--- src/design/dfst_pkg.sv ---
// Shared types and constants for the depth-first spanning tree block.
package dfst_pkg;

    // Fixed field widths of the stream items
    localparam int VTX_W       = 7;
    localparam int IDX_W       = 6;
    localparam int IN_TDATA_W  = 16;
    localparam int OUT_TDATA_W = 24;

    // Input selector codes carried on tuser
    localparam logic FUNC_EDGE = 1'b0;
    localparam logic FUNC_RUN  = 1'b1;

    typedef enum logic [2:0] {
        S_IDLE,
        S_EDGE_A,
        S_EDGE_B,
        S_SCAN,
        S_PICK,
        S_POP,
        S_DONE
    } t_state;

    // Controller to datapath
    typedef struct packed {
        logic edge_start;  // latch endpoints, read row of first endpoint
        logic edge_wr_a;   // write first row, read second row
        logic edge_wr_b;   // write second row
        logic walk_start;  // seed the walk from a valid start vertex
        logic walk_skip;   // run with a bad start vertex
        logic scan;        // register lowest unvisited neighbor
        logic emit;        // take the tree edge and push
        logic pop;         // drop top, read next entry of the stack
        logic pop_load;    // load new top, read its row
        logic finish;      // send the final result, clear the graph
    } t_cmd;

    // Datapath to controller
    typedef struct packed {
        logic in_func;
        logic in_edge_ok;
        logic in_start_ok;
        logic cand_nz;
        logic depth_one;
        logic pend_valid;
        logic out_free;
    } t_status;

endpackage

--- src/design/dfst_ctrl.sv ---
// Controller state machine sequencing edge loads and the depth-first walk.
module dfst_ctrl
    import dfst_pkg::*;
    (
    input  logic    i_clk,
    input  logic    i_rst_n,
    input  logic    i_in_valid,
    output logic    o_in_ready,
    input  t_status i_status,
    output t_cmd    o_cmd
    );

    t_state r_state;
    t_state n_state;
    logic   accept;

    assign accept = i_in_valid && (r_state == S_IDLE);

    always_ff @(posedge i_clk) begin
        if (!i_rst_n) begin
            r_state <= S_IDLE;
        end else begin
            r_state <= n_state;
        end
    end

    always_comb begin
        n_state = r_state;
        unique case (r_state)
            S_IDLE: begin
                if (accept) begin
                    if (i_status.in_func == FUNC_EDGE) begin
                        n_state = i_status.in_edge_ok ? S_EDGE_A : S_IDLE;
                    end else begin
                        n_state = i_status.in_start_ok ? S_SCAN : S_DONE;
                    end
                end
            end
            S_EDGE_A: n_state = S_EDGE_B;
            S_EDGE_B: n_state = S_IDLE;
            S_SCAN:   n_state = S_PICK;
            S_PICK: begin
                if (i_status.cand_nz) begin
                    if (!i_status.pend_valid || i_status.out_free) begin
                        n_state = S_SCAN;
                    end
                end else begin
                    n_state = i_status.depth_one ? S_DONE : S_POP;
                end
            end
            S_POP:  n_state = S_SCAN;
            S_DONE: begin
                if (i_status.out_free) begin
                    n_state = S_IDLE;
                end
            end
            default: n_state = S_IDLE;
        endcase
    end

    always_comb begin
        o_cmd      = '0;
        o_in_ready = 1'b0;
        unique case (r_state)
            S_IDLE: begin
                o_in_ready = 1'b1;
                if (accept) begin
                    if (i_status.in_func == FUNC_EDGE) begin
                        o_cmd.edge_start = i_status.in_edge_ok;
                    end else begin
                        o_cmd.walk_start = i_status.in_start_ok;
                        o_cmd.walk_skip  = !i_status.in_start_ok;
                    end
                end
            end
            S_EDGE_A: o_cmd.edge_wr_a = 1'b1;
            S_EDGE_B: o_cmd.edge_wr_b = 1'b1;
            S_SCAN:   o_cmd.scan = 1'b1;
            S_PICK: begin
                if (i_status.cand_nz) begin
                    o_cmd.emit = !i_status.pend_valid || i_status.out_free;
                end else begin
                    o_cmd.pop = !i_status.depth_one;
                end
            end
            S_POP:  o_cmd.pop_load = 1'b1;
            S_DONE: o_cmd.finish = i_status.out_free;
            default: o_cmd = '0;
        endcase
    end

endmodule

--- config.mk ---
export PLATFORM = sky130hd
export DESIGN_NAME = dfst_ctrl
export DESIGN_NICKNAME = d
export VERILOG_FILES = /design/src/design/dfst_pkg.sv /design/src/design/dfst_ctrl.sv
export SDC_FILE = /design/constraint.sdc
export NUM_CORES = 1
export LEC_CHECK = 0
export BUFFER_PORTS_ARGS = -buffer_cell sky130_fd_sc_hd__buf_4
export CAP_MARGIN = 20
export CORE_AREA = 2 2 39 41
export CTS_BUF_LIST = sky130_fd_sc_hd__clkbuf_8 sky130_fd_sc_hd__clkbuf_16
export DETAILED_ROUTE_END_ITERATION = 8
export DIE_AREA = 0 0 41 43
export GPL_ROUTABILITY_DRIVEN = 0
export PLACE_DENSITY = 0.59
export SLEW_MARGIN = 10
export SYNTH_ARGS = -nofsm -noshare
export SYNTH_HDL_FRONTEND = slang
export SYNTH_SLANG_ARGS = --single-unit
--- constraint.sdc ---
create_clock -name i_clk -period 3.8 [get_ports i_clk]
set_input_delay 0.19 -clock i_clk [delete_from_list [all_inputs] [get_ports i_clk]]
set_output_delay 0.19 -clock i_clk [all_outputs]
set_load 0.005 [all_outputs]
==> impl_metrics.csv, run 1 <==
group,metric,value,unit
run_status,status,"finished, final reports clean",
layout,layout_commonest_cell,"buf_4",
grt,grt_use_met3,0.0524,
yosys,yosysTopAreaCell,"dfxtp_1",
layout,num-fill-cells,149,
yosys,yosysSeqAreaShare,0.188,
floorplan,core-area,1380,um2
layout,syn2layout_area_growth,60.8,%
worst_setup_path,reg2reg_depth,3,
yosys,yosys_warnings,0,
min_path,whs_endpoint,"r_state[2]",
clocking,cts_post_setup_buffers_inserted,0,
worst_setup_path,endpoint_kind,"output port",
yosys,yosys.area_share.simple,0.475,
layout,final_cell_mix,"buf_4 (20), inv_1 (5), nor3_1 (4)",
power_and_ir_drop,p_leak,0.000243,uW
yosys,synth-adder-area-share,0,
grt,grt_pass1_vias,338,
grt,grt_max_degree,14,
detailed_routing,route.detailed.drc,0,
worst_setup_path,critPathMaxFanout,12,
clocking,path_clk_slew,30,ps
yosys,synthMuxAreaShare,0.0353,
power_and_ir_drop,power,232,uW
min_path,min-delay-start,"i_rst_n",
detailed_routing,viasPerCell,4.79,
clocking,clock-sinks,3,
yosys,synth_cell_types,26,
power_and_ir_drop,ir_worst_vdd,198,uV
clocking,clk_latency,210,ps
grt,grt_pass1_wl,1380,um
floorplan,initial_core_util,0.231,
clocking,cts_buffers,3,
layout,antenna_cells,0,
worst_setup_path,max_stage_delay,400,ps
timing,setup_violations,0,
detailed_routing,first_pass_iters,4,
yosys,synth.area.top_cells,"dfxtp_1 (19%), nor3_1 (6.3%), inv_1 (4.7%)",
detailed_routing,drt_iter0_drc,2,
power_and_ir_drop,powerDensity,452,nW/um2
worst_setup_path,r2r_end,"r_state[2]",
clocking,cts_root_buf,"clkbuf_8",
worst_setup_path,arrival,1370,ps
worst_setup_path,worstSetupPathType,"register to output port",
worst_setup_path,cpMaxStageDelayCell,"dfxtp_1",
layout,regMostFlops,"r_state",
yosys,synth_top_family_by_area,"simple AND/OR/NAND/NOR gates",
layout,largest_reg_flops,3,
timing,setup_tns,0,ps
min_path,hp-class,"primary input to register",
timing,finalHoldViolCount,0,
yosys,yosys_register_bits,3,
grt,track_usage,0.113,
layout,nets,73,
clocking,ctsHoldBuffers,0,
detailed_routing,wirelength,848,um
placed_design,portBuffers,20,
layout,reg_top3,"r_state (3)",
floorplan,boundaryPins,21,
timing,fin_ws,2240,ps
grt,grt-ovfl-total,0,
clocking,clock_path_buffers,2,
layout,drive_gt1_frac,0.419,
timing,slew_violations,0,
worst_setup_path,worstReg2RegStart,"r_state[2]",
placed_design,dp_slack,2460,ps
clocking,postCtsResizedCells,0,
clocking,tritoncts,"done",
timing,clock_skew,2.06,ps
timing,fin_crit,1560,ps
worst_setup_path,rrSetupSlack,2470,ps
grt,top_usage_layer,"met1",
job,drv_cap,0,
clocking,htreeDepth,1,
timing,post-route-period-util,0.411,
detailed_routing,wire_per_inst,10.9,um
detailed_routing,vias,374,
grt,antenna_found_initial,0,
worst_setup_path,required,3610,ps
yosys,synth_cells,41,
yosys,synth_top_area_frac,0.188,
detailed_routing,antenna_left,0,
grt,use_met1,0.151,
min_path,min_path_cells,2,
floorplan,row_count,14,
floorplan,dieHeight,43,um
floorplan,dieArea,1760,um2
timing,fmax,640,MHz
yosys,synth_area,319,um2
worst_setup_path,critPathLaunchType,"register",
yosys,synth_compound_area_frac,0.188,
timing,tightest_slew,361,ps
grt,grt_use_met2,0.150,
yosys,post_synth.cell_area_avg,7.78,um2
yosys,synth_xor_area_frac,0,
floorplan,die_x,41,um
yosys,synth_fp_nets,51,
timing,rsz0062_at_grt,"false",
worst_setup_path,path_cells,"nor3_1 > nand3_1 > nor2_1 > buf_4",
timing,max_slew_margin,0.758,
-- worst max path at each step --
stage,from,end,slack [ps],cells after the start
global placement,r_state[1],r_state[2],2480,3
floorplan,r_state[2],o_cmd[5],2540,4
CTS,r_state[2],o_cmd[5],2230,4
global route,r_state[2],o_cmd[6],2090,4
finish,r_state[2],o_cmd[5],2240,4
detailed placement,r_state[2],o_cmd[5],2460,4
-- metrics by stage --
step	hold WS (ps)	utilization	cells	cell area, um2
after floorplan	321	-	41	319
after global placement	455	0.338	74	468
after detailed placement	456	0.338	74	468
after CTS	234	0.371	78	513
after global routing	238	0.371	78	513
final	232	0.371	78	513
-- synth_stat cells --
cell type and n:
inv_1 4, nor3_1 4, dfxtp_1 3, nor2_1 3, a21oi_1 2, buf_2 2, nand2b_1 2, nor3b_1 2
or3_1 2, a32oi_1 1, and3_1 1, and4b_1 1, buf_6 1, mux2_2 1, nand2_1 1, nand3_1 1
nand3b_1 1, nand4bb_1 1, nor4_1 1, o221ai_2 1, o311a_1 1, o31ai_1 1, o41ai_1 1, or3b_1 1
or4_4 1, or4b_1 1
-- power by group --
part           switching [uW]  internal [uW]  leakage [uW]
combinational            35.6           49.7      0.000191
sequential               19.4           38.9     0.0000247
clock                    19.8           68.7     0.0000269
-- per-layer routing --
layer	up-vias	share of wire	routed length [um]
met1	162	0.45	378
met4	0	0.014	12
met3	2	0.058	49
met5	-	0	0
li1	200	-	-
met2	10	0.48	407
-- layout make-up --
type,instances,area [um2],share of cell area
multi-input combinational,31,223,0.434
timing repair buffer,20,150,0.293
sequential,3,60.1,0.117
clock buffer,3,41.3,0.0805
tap,16,20.0,0.0390
inverter,4,15.0,0.0293
clock inverter,1,3.75,0.00732
-- kinds of logic after synthesis --
logic type / Yosys count
buffers and inverters: 7
and+or+nand+nor: 23
muxes: 1
DFF: 3
AOI/OAI and AO/OA: 7
-- critical path, delay by kind of cell, from the launching register on --
| kind | cells | cell delay [ps] |
|---|---|---|
| buf+inv | 1 | 110 |
| flops | 1 | 400 |
| simple gates | 3 | 640 |
Note: power is estimated with default switching activity, not from simulation.
==> run 2, diff against run 1 <==
- PLACE_DENSITY: 0.59 -> 0.6
- clock period: 3.8 -> 1.26 ns (I/O delays scaled with it)
==> run 2 against run 1 <==
Core utilization is 5.9 points higher; clock-buffer cell count stayed put; die area stayed put; non-clock buffer count is 5 higher; cell count is 6.4% higher; critical endpoint is now r_state[2].
==> impl_metrics.csv, run 2 (synthesis gave the netlist of run 1 again) <==
group,metric,value,unit
worst_setup_path,rrSetupSlack,20,ps
job,drv_cap,0,
grt,grt_pass1_wl,1390,um
power_and_ir_drop,ir_worst_vdd,688,uV
layout,final_cell_mix,"buf_4 (24), inv_1 (5), nor2_1 (3), nor3_1 (3), clkbuf_8 (3)",
floorplan,core-area,1380,um2
worst_setup_path,critPathMaxFanout,5,
detailed_routing,route.detailed.drc,0,
power_and_ir_drop,p_leak,0.000281,uW
detailed_routing,drt_iter0_drc,5,
layout,nets,78,
floorplan,dieHeight,43,um
timing,max_slew_margin,0.818,
clocking,htreeDepth,1,
detailed_routing,wire_per_inst,11.3,um
layout,antenna_cells,0,
worst_setup_path,worstSetupPathType,"register to register",
detailed_routing,first_pass_iters,4,
floorplan,dieArea,1760,um2
clocking,cts_root_buf,"clkbuf_8",
run_status,status,"finished, final reports clean",
floorplan,row_count,14,
worst_setup_path,required,1410,ps
detailed_routing,antenna_left,0,
clocking,tritoncts,"done",
worst_setup_path,critPathLaunchType,"register",
worst_setup_path,endpoint_kind,"register",
layout,syn2layout_area_growth,86.3,%
grt,antenna_found_initial,0,
timing,finalHoldViolCount,0,
clocking,path_clk_slew,30,ps
timing,clock_skew,3.04,ps
layout,regMostFlops,"r_state",
power_and_ir_drop,powerDensity,1350,nW/um2
clocking,clk_latency,210,ps
layout,largest_reg_flops,3,
min_path,hp-class,"primary input to register",
layout,reg_top3,"r_state (3)",
timing,fin_crit,1240,ps
layout,layout_commonest_cell,"buf_4",
detailed_routing,vias,414,
timing,setup_violations,0,
placed_design,portBuffers,20,
grt,track_usage,0.115,
timing,fmax,805,MHz
clocking,clock-sinks,3,
placed_design,hpwl,706,um
power_and_ir_drop,power,804,uW
timing,tightest_slew,271,ps
timing,slew_violations,0,
detailed_routing,wirelength,939,um
floorplan,die_x,41,um
layout,drive_gt1_frac,0.597,
detailed_routing,viasPerCell,4.99,
grt,grt_pass1_vias,329,
timing,post-route-period-util,0.986,
timing,rsz0062_at_grt,"true",
grt,grt-ovfl-total,0,
worst_setup_path,arrival,1390,ps
placed_design,dp_slack,13.8,ps
grt,grt_max_degree,10,
clocking,clock_path_buffers,2,
timing,fin_ws,17.8,ps
floorplan,initial_core_util,0.231,
floorplan,boundaryPins,21,
clocking,cts_buffers,3,
-- run 2: what timing repair did --
action | CTS | global route
buffers inserted | 0 | 1
hold buffers | 0 | 0
resized for setup | 4 | 10
endpoints found under the setup margin | 5 | 6
pin swaps | 0 | 3
-- run 2: routing by layer --
| metal | share of wire | GRT usage | up-vias |
|---|---|---|---|
| met3 | 0.049 | 0.0471 | 0 |
| met4 | 0 | 0.0400 | 0 |
| li1 | - | - | 210 |
| met5 | 0 | 0 | - |
| met2 | 0.53 | 0.153 | 9 |
| met1 | 0.42 | 0.163 | 195 |
-- run 2: final cells by class --
| class | instances | area (um2) |
|---|---|---|
| clock buffers | 3 | 41.3 |
| flip-flops and latches | 3 | 68.8 |
| fillers | 145 | 790 |
| clock inverters | 1 | 3.75 |
| multi-input cells | 31 | 254 |
| well taps | 16 | 20.0 |
| repair buffers | 25 | 191 |
| inverters | 4 | 15.0 |
-- run 2: path summary, 6_finish.rpt --
kind,start,endpoint,cells past startpoint
setup / recovery,r_state[2],r_state[2],3
hold / removal,i_rst_n,r_state[2],2
setup reg to reg,r_state[2],r_state[2],3
hold reg to reg,r_state[1],r_state[1],1
-- run 2: metrics by stage --
stage               setup TNS, ps  cell area (um2)   util  cells  hold slack, ps
floorplan                       0              319      -     41             157
global placement                0              498  0.360     78             317
detailed placement              0              498  0.360     78             317
CTS                             0              552  0.399     82            91.1
global route                 -136              594  0.429     83            93.8
finish                          0              594  0.429     83            93.9
-- run 2: report_power, final --
| group | internal (uW) | switching (uW) | leakage [uW] | total (uW) |
|---|---|---|---|---|
| registers | 126 | 35.9 | 0.0000264 | 162 |
| logic | 218 | 163 | 0.000228 | 381 |
| clock network | 207 | 55.3 | 0.0000269 | 262 |
| total | 550 | 254 | 0.000281 | 804 |
-- run 2: critical path: stages (launching register included) --
cell and delay, ps:
dfxtp_2 330, or4_4 540, o221ai_2 120, o311a_1 190
==> run 3, diff against run 2 <==
- CELL_PAD_IN_SITES_DETAIL_PLACEMENT: not set -> 0
- CELL_PAD_IN_SITES_GLOBAL_PLACEMENT: not set -> 2
- CORE_AREA: 2 2 39 41 -> not set
- CORE_ASPECT_RATIO: not set -> 0.75
- CORE_MARGIN: not set -> 2
- CORE_UTILIZATION: not set -> 17
- DIE_AREA: 0 0 41 43 -> not set
- PLACE_DENSITY: 0.6 -> 0.77
==> run 3 against run 2 <==
The run now ends with setup timing left; core utilization is 5.5 points lower; sequential cell count did not move; hold slack better by 19 ps; fmax decreased by 1.6%; sequential power grew 14%; die area rose by 27%; clock-buffer cell count is the same; cell count grew 9.6%; largest cell class unchanged.
==> impl_metrics.csv, run 3 (synthesis gave the netlist of run 1 again) <==
group,metric,value,unit
run_status,status,"complete, but fails checks",
detailed_routing,viasPerCell,4.54,
floorplan,boundaryPins,21,
power_and_ir_drop,powerDensity,1340,nW/um2
timing,fin_ws,-2.84,ps
timing,post-route-period-util,1.00,
grt,grt_max_degree,11,
layout,drive_gt1_frac,0.652,
floorplan,die_x,54.0,um
power_and_ir_drop,ir_worst_vdd,420,uV
clocking,clk_latency,210,ps
layout,regArea,71.3,um2
worst_setup_path,crit_end,"r_state[2]",
clocking,htreeDepth,1,
clocking,ctsHoldBuffers,0,
worst_setup_path,required,1410,ps
power_and_ir_drop,p_leak,0.000296,uW
worst_setup_path,rrSetupSlack,-3,ps
layout,reg_top3,"r_state (3)",
grt,grt_pass1_vias,375,
grt,grt-ovfl-total,0,
layout,nets,80,
timing,slew_violations,0,
floorplan,dieHeight,41.5,um
clocking,tritoncts,"done",
worst_setup_path,worstSetupPathType,"register to register",
layout,num-fill-cells,190,
timing,setup_violations,1,
layout,regMostFlops,"r_state",
run_status,violations,"setup timing",
grt,grt_pass1_wl,1700,um
placed_design,postPlaceCellArea,513,um2
worst_setup_path,reg2reg_depth,3,
grt,track_usage,0.104,
detailed_routing,drt_iter0_drc,2,
detailed_routing,vias,413,
floorplan,dieArea,2240,um2
layout,multiInputGateArea,293,um2
floorplan,initial_core_util,0.182,
layout,largest_reg_flops,3,
timing,fin_crit,1260,ps
clocking,clock-sinks,3,
worst_setup_path,r2r_end,"r_state[2]",
placed_design,hpwl,785,um
timing,rsz0062_at_grt,"true",
detailed_routing,wirelength,1090,um
layout,layout_commonest_cell,"buf_4",
timing,max_slew_margin,0.800,
timing,finalHoldViolCount,0,
floorplan,core-area,1760,um2
clocking,clock_path_buffers,2,
worst_setup_path,critPathLaunchType,"register",
worst_setup_path,endpoint_kind,"register",
placed_design,portBuffers,20,
layout,final_cell_area,658,um2
timing,tightest_slew,297,ps
placed_design,dp_slack,-20.2,ps
clocking,cts_root_buf,"clkbuf_8",
grt,antenna_found_initial,0,
min_path,hp-class,"primary input to register",
detailed_routing,antenna_left,0,
detailed_routing,route.detailed.drc,0,
layout,syn2layout_area_growth,106,%
worst_setup_path,arrival,1410,ps
power_and_ir_drop,power,883,uW
floorplan,row_count,13,
clocking,cts_buffers,3,
layout,finish.utilization,0.375,
worst_setup_path,crit_path_start,"r_state[0]",
worst_setup_path,critPathMaxFanout,10,
job,drv_cap,0,
timing,clock_skew,1.61,ps
timing,fmax,792,MHz
layout,final_cell_mix,"buf_4 (26), inv_1 (5), nor3_1 (3), clkbuf_8 (3), dfxtp_4 (3)",
clocking,path_clk_slew,30,ps
layout,antenna_cells,0,
detailed_routing,wire_per_inst,12.0,um
detailed_routing,first_pass_iters,2,
worst_setup_path,worstReg2RegStart,"r_state[0]",
timing,setup_tns,-2.84,ps
-- run 3: cell types whose count changed in the layout (fill, tap and decap cells not counted), sizes merged --
cell | before | now
buf | 25 | 27
-- run 3: repair_timing --
item,CTS,global route
resized for setup,5,13
setup endpoints to repair,7,11
setup buffers,0,2
pin swaps,0,5
cloned,0,0
-- run 3: per-layer routing --
layer | global-route usage | vias to the layer above | routed length (um)
li1 | - | 214 | -
met1 | 0.149 | 183 | 542
met2 | 0.127 | 16 | 457
met3 | 0.0396 | 0 | 93
met4 | 0.0600 | 0 | 0
met5 | 0 | - | 0
-- run 3: cell type report --
type	instances	share of cell area
sequential	3	0.108
timing repair buffer	27	0.314
clock buffer	3	0.0627
multi-input combinational	31	0.445
clock inverter	1	0.00570
tap	22	0.0418
inverter	4	0.0228
-- run 3: how the worst min path moves through the flow --
stage | from | to | slack (ps) | cells past startpoint
floorplan | i_status[4] | o_cmd[5] | 160 | 1
global placement | i_rst_n | r_state[2] | 320 | 2
detailed placement | i_rst_n | r_state[2] | 340 | 2
CTS | i_rst_n | r_state[2] | 110 | 2
global route | i_rst_n | r_state[2] | 120 | 2
finish | i_rst_n | r_state[2] | 110 | 2
-- run 3: critical path, cell delays in order (launching register included) --
cell     delay (ps)
dfxtp_4         370
or4b_4          540
a21oi_2         120
o311a_1         170
-- run 3: stage by stage --
step / cells / hold slack (ps)
after floorplan: 41 / 157
after global placement: 85 / 325
after detailed placement: 85 / 342
after CTS: 89 / 112
after global routing: 91 / 117
final: 91 / 113
-- run 3: where the power goes --
group / leakage (uW) / internal, uW / switching [uW]
logic: 0.000242 / 263 / 171
registers: 0.0000267 / 128 / 56.6
clock network: 0.0000269 / 207 / 57.0
